[config.mk]
export PLATFORM = sky130hd
export DESIGN_NAME = bib_ctrl
export DESIGN_NICKNAME = d
export VERILOG_FILES = /design/src/bib_pkg.sv /design/src/bib_ctrl.sv
export SDC_FILE = /design/constraint.sdc
export NUM_CORES = 1
export LEC_CHECK = 0
export ABC_AREA = 1
export BUFFER_PORTS_ARGS = -buffer_cell sky130_fd_sc_hd__buf_4
export CAP_MARGIN = 10
export CELL_PAD_IN_SITES_DETAIL_PLACEMENT = 1
export CELL_PAD_IN_SITES_GLOBAL_PLACEMENT = 1
export CORE_AREA = 2 2 39 41
export DETAILED_ROUTE_END_ITERATION = 7
export DIE_AREA = 0 0 41 43
export PLACE_DENSITY_LB_ADDON = 0.3
export SETUP_SLACK_MARGIN = 0.02
export SYNTH_ARGS = -nofsm -noshare
export SYNTH_HDL_FRONTEND = slang
export SYNTH_SLANG_ARGS = --single-unit
export TNS_END_PERCENT = 50
[constraint.sdc]
create_clock -name i_clk -period 1.96 [get_ports i_clk]
set_input_delay 0.392 -clock i_clk [delete_from_list [all_inputs] [get_ports i_clk]]
set_output_delay 0.392 -clock i_clk [all_outputs]
set_load 0.01 [all_outputs]
[src/bib_pkg.sv]
// bib_pkg: shared types and constants for the box IoU best-match block.
// Op codes, controller state type and controller/datapath command and status structs.
// No dependencies.
package bib_pkg;

    localparam int OP_W    = 2;
    localparam int CLASS_W = 8;

    localparam logic [OP_W-1:0] OP_LOAD  = 2'd0;
    localparam logic [OP_W-1:0] OP_QUERY = 2'd1;
    localparam logic [OP_W-1:0] OP_CLEAR = 2'd2;

    typedef enum logic [1:0] {
        ST_IDLE,
        ST_SCAN,
        ST_DIV,
        ST_FINISH
    } t_state;

    typedef struct packed {
        logic load;
        logic clear;
        logic start;
        logic div_start;
        logic out_load;
    } t_cmd;

    typedef struct packed {
        logic empty;
        logic scan_done;
        logic div_done;
    } t_status;

endpackage

[src/bib_ctrl.sv]
// bib_ctrl: sequencer for load, clear and query items and the result handshake.
// Issues t_cmd to bib_datapath and follows its t_status.
// Depends on bib_pkg.
module bib_ctrl (
    input  logic                     i_clk,
    input  logic                     i_rst_n,
    input  logic                     i_in_valid,
    input  logic [bib_pkg::OP_W-1:0] i_op,
    output logic                     o_in_ready,
    output logic                     o_out_valid,
    input  logic                     i_out_ready,
    output bib_pkg::t_cmd            o_cmd,
    input  bib_pkg::t_status         i_status
);
    import bib_pkg::*;

    t_state r_state, n_state;
    logic   r_out_valid, n_out_valid;
    logic   out_free;

    assign out_free = !r_out_valid || i_out_ready;

    always_comb begin
        n_state = r_state;
        unique case (r_state)
            ST_IDLE: begin
                if (i_in_valid && (i_op == OP_QUERY)) begin
                    n_state = i_status.empty ? ST_FINISH : ST_SCAN;
                end
            end
            ST_SCAN: begin
                if (i_status.scan_done) begin
                    n_state = ST_DIV;
                end
            end
            ST_DIV: begin
                if (i_status.div_done) begin
                    n_state = ST_FINISH;
                end
            end
            ST_FINISH: begin
                if (out_free) begin
                    n_state = ST_IDLE;
                end
            end
            default: n_state = ST_IDLE;
        endcase
    end

    always_comb begin
        o_cmd      = '0;
        o_in_ready = 1'b0;
        unique case (r_state)
            ST_IDLE: begin
                o_in_ready = 1'b1;
                if (i_in_valid) begin
                    unique case (i_op)
                        OP_LOAD:  o_cmd.load  = 1'b1;
                        OP_CLEAR: o_cmd.clear = 1'b1;
                        OP_QUERY: o_cmd.start = 1'b1;
                        default:  o_cmd = '0;
                    endcase
                end
            end
            ST_SCAN: begin
                o_cmd.div_start = i_status.scan_done;
            end
            ST_DIV: begin
                o_cmd = '0;
            end
            ST_FINISH: begin
                o_cmd.out_load = out_free;
            end
            default: o_cmd = '0;
        endcase
    end

    always_comb begin
        n_out_valid = r_out_valid;
        if (o_cmd.out_load) begin
            n_out_valid = 1'b1;
        end else if (i_out_ready) begin
            n_out_valid = 1'b0;
        end
    end

    always_ff @(posedge i_clk) begin
        if (!i_rst_n) begin
            r_state     <= ST_IDLE;
            r_out_valid <= 1'b0;
        end else begin
            r_state     <= n_state;
            r_out_valid <= n_out_valid;
        end
    end

    assign o_out_valid = r_out_valid;

    a_query_enters_scan: assert property (@(posedge i_clk) disable iff (!i_rst_n)
        (i_in_valid && o_in_ready && (i_op == OP_QUERY))
        |=> (r_state == ST_SCAN || r_state == ST_FINISH))
        else $error("query did not start a scan");

    a_scan_done_in_scan: assert property (@(posedge i_clk) disable iff (!i_rst_n)
        i_status.scan_done |-> (r_state == ST_SCAN))
        else $error("scan done outside scan");

    a_div_done_in_div: assert property (@(posedge i_clk) disable iff (!i_rst_n)
        i_status.div_done |-> (r_state == ST_DIV))
        else $error("divider finished outside divide phase");

    a_result_from_finish: assert property (@(posedge i_clk) disable iff (!i_rst_n)
        $rose(r_out_valid) |-> ($past(r_state) == ST_FINISH))
        else $error("result raised outside finish");

endmodule

==> qor.csv <==
metric,value,unit
status,"complete, no violations",
worst skew pair latency,0.23,ns
RSZ-0062 raised after global routing,no,
layout cells sized above 1,35.8,%
Yosys warning total,0,
Gate Count Post-Synth,49,
"antenna viol nets, final",0,
GRT Util Overall,8.32,%
PD cells,1320,mW/mm²
initial core utilization,23.0,%
Die W,41,µm
Yosys cell types,16,
largest cells by area after synthesis,"ha_1, dfxtp_1, inv_1",
crit path kind,reg -> out,
Mean Syn Cell Area,6.49,µm²
Multi-input gate area,205,µm²
pin count of the biggest net entering global routing,5,
Worst-path clk slew,0.03,ns
Worst Hold Path EP,r_state[1]$_SDFFE_PN0P_,
CTS max path bufs,2,
VDD IR-drop max,499,µV
Detailed Routing Iterations Pass 1,3,
P&R area growth vs syn,47.6,%
via count,324,
Worst Setup End Kind,primary output,
Post-synth EDFFs,0,
"Primary FF master, synth",dfxtp_1,
H-tree depth,1,
n_diodes,0,
Internal,344,µW
Place WS,0.522,ns
initial antenna violation count,0,
pins over their slew limit,0,
cell row count,14,
GRT Residual Overflow,0,
final core utilization,33.9,%
Max Clk Rate,595,MHz
#FFs+latches synth,3,
routability cong.,0.682,
Fill cells,189,
detailed-route DRC error count,0,
Die ar.,0.00176,mm²
Post-CTS Hold Buffers,0,
max_slew headroom,89.8,%
first-pass GRT wire length,979,µm
synthesized cell area,318,µm²
CTS tree,built,
routed vias/inst,3.90,
Comb power frac,64.7,%
Lkg Pwr,0.274,nW
Clock Root Buffer,clkbuf_4,
Final Net Count,82,
Routed WL,677,µm
R2R Setup Slk,0.65,ns
final setup margin,0.280,ns
DP Wirelength,572,µm
worst r2r src,r_state[0]$_SDFFE_PN0P_,
final setup violating endpoints,0,
R2R depth,8,
cell taking the most area after synthesis,ha_1,
"top cells by count, synth","inv_1, nand2_1, nor2_1, ha_1",
1st-iter DRT viols,3,
Slew @ Worst Pin,0.152,ns
Hold Path Class,in -> reg,
Psw,277,µW
Max-Cap Viols,0,
die height,43,µm
top-level I/O count,16,
nature of the critical path startpoint,flip-flop,
vias in the first global route,263,
register area,60.1,µm²
Crit Path Max Fanout,4,
Clk pwr share,17.1,%
Num CTS Buffers,3,
CTS resizes,0,
syn nets,63,
period utilization,85.7,%
RR Endpoint,r_state[0]$_SDFFE_PN0P_,
port bufs,15,
Total Negative Setup Slacks,0,ns
WHS Path Cells,3,
hold path start,i_rst_n,
Sw Share,44.6,%
WL/cell,8.16,µm
sequential element share of the synthesized area,18.9,%
worst endpoint required time,1.57,ns
Final Hold Viols,0,
min Tclk post-route,1.68,ns
"Async S/R FF share, synth",0,%
post-route clock skew,0.00360,ns
WP data arrival,1.29,ns
Synth top area share,19.7,%
sequential power share,18.2,%
Core Area,0.00138,mm²
setup bufs post-CTS,0,
CTS Sinks,3,
[routing by layer]
layer | wire length [µm] | global-route usage (%) | up-vias | share of wire [%]
li1 | - | - | 182 | -
met1 | 325 | 9.94 | 132 | 48
met2 | 305 | 11.6 | 10 | 45
met3 | 46 | 4.71 | 0 | 6.8
met4 | 0 | 4.00 | 0 | 0
met5 | 0 | 0 | - | 0
[worst max-delay path: stages (launching register included)]
cell,delay (ns)
dfxtp_1,0.33
inv_1,0.12
ha_1,0.24
nand2_1,0.09
nor3_1,0.13
buf_4,0.15
[worst max path at each step]
stage | endpoint | from | depth (start not counted) | slack (ns)
2_1_floorplan | o_cmd[3] | r_state[0]$_SDFFE_PN0P_ | 4 | 0.54
3_3_place_gp | o_cmd[3] | r_state[0]$_SDFFE_PN0P_ | 5 | 0.54
3_5_place_dp | o_cmd[4] | r_state[0]$_SDFFE_PN0P_ | 5 | 0.52
4_1_cts | o_cmd[4] | r_state[0]$_SDFFE_PN0P_ | 5 | 0.26
5_1_grt | o_cmd[4] | r_state[1]$_SDFFE_PN0P_ | 5 | 0.14
6_report | o_cmd[4] | r_state[0]$_SDFFE_PN0P_ | 5 | 0.28
[through the flow]
step                hold slack (ns)  total power, mW  std cells  area [µm²]
floorplan                     0.497            0.406         49         318
global placement              0.489            0.520         79         443
detailed placement            0.489            0.522         79         443
CTS                           0.401            0.638         83         469
global route                  0.414            0.692         83         469
finish                        0.406            0.622         83         469
[cell families (layout without fill, tap and decap cells)]
family,count (synthesis),in the layout,synth area share (%)
flip-flops,3,3,18.9
adder cells (fa/ha/maj),5,5,19.7
AND/OR/NAND/NOR,25,25,38.6
buffers and inverters,13,31,16.5
AO/OA/AOI/OAI,3,3,6.30
[state kept, by name (all words and copies together), names as in the netlist]
name         count
r_state          2
o_out_valid      1
[power by group through the flow]
stage / sequential [mW] / clock [mW] / combinational, mW
final: 0.113 / 0.106 / 0.402
after global routing: 0.118 / 0.117 / 0.458
after CTS: 0.113 / 0.113 / 0.412
after global placement: 0.112 / 0 / 0.408
after floorplan: 0.108 / 0 / 0.298
after detailed placement: 0.114 / 0 / 0.409
[placed cells by master (no fill, tap or decap), types with 2 or more instances in the layout]
master     n
nand2_1    9
nand3_1    3
ha_1       5
dfxtp_1    3
nand3_2    2
nor2_1     7
nor3_1     2
buf_4     15
inv_1      9
inv_2      2
clkbuf_4   3
[final cells by class]
class                           instances  area share, %
Clock buffer                            4           5.60
Sequential cell                         3           12.8
Timing Repair Buffer                   15           24.0
Multi-Input combinational cell         33           43.7
Tap cell                               16           4.27
Inverter                               12           9.60
Note: power is estimated with default switching activity, not from simulation.
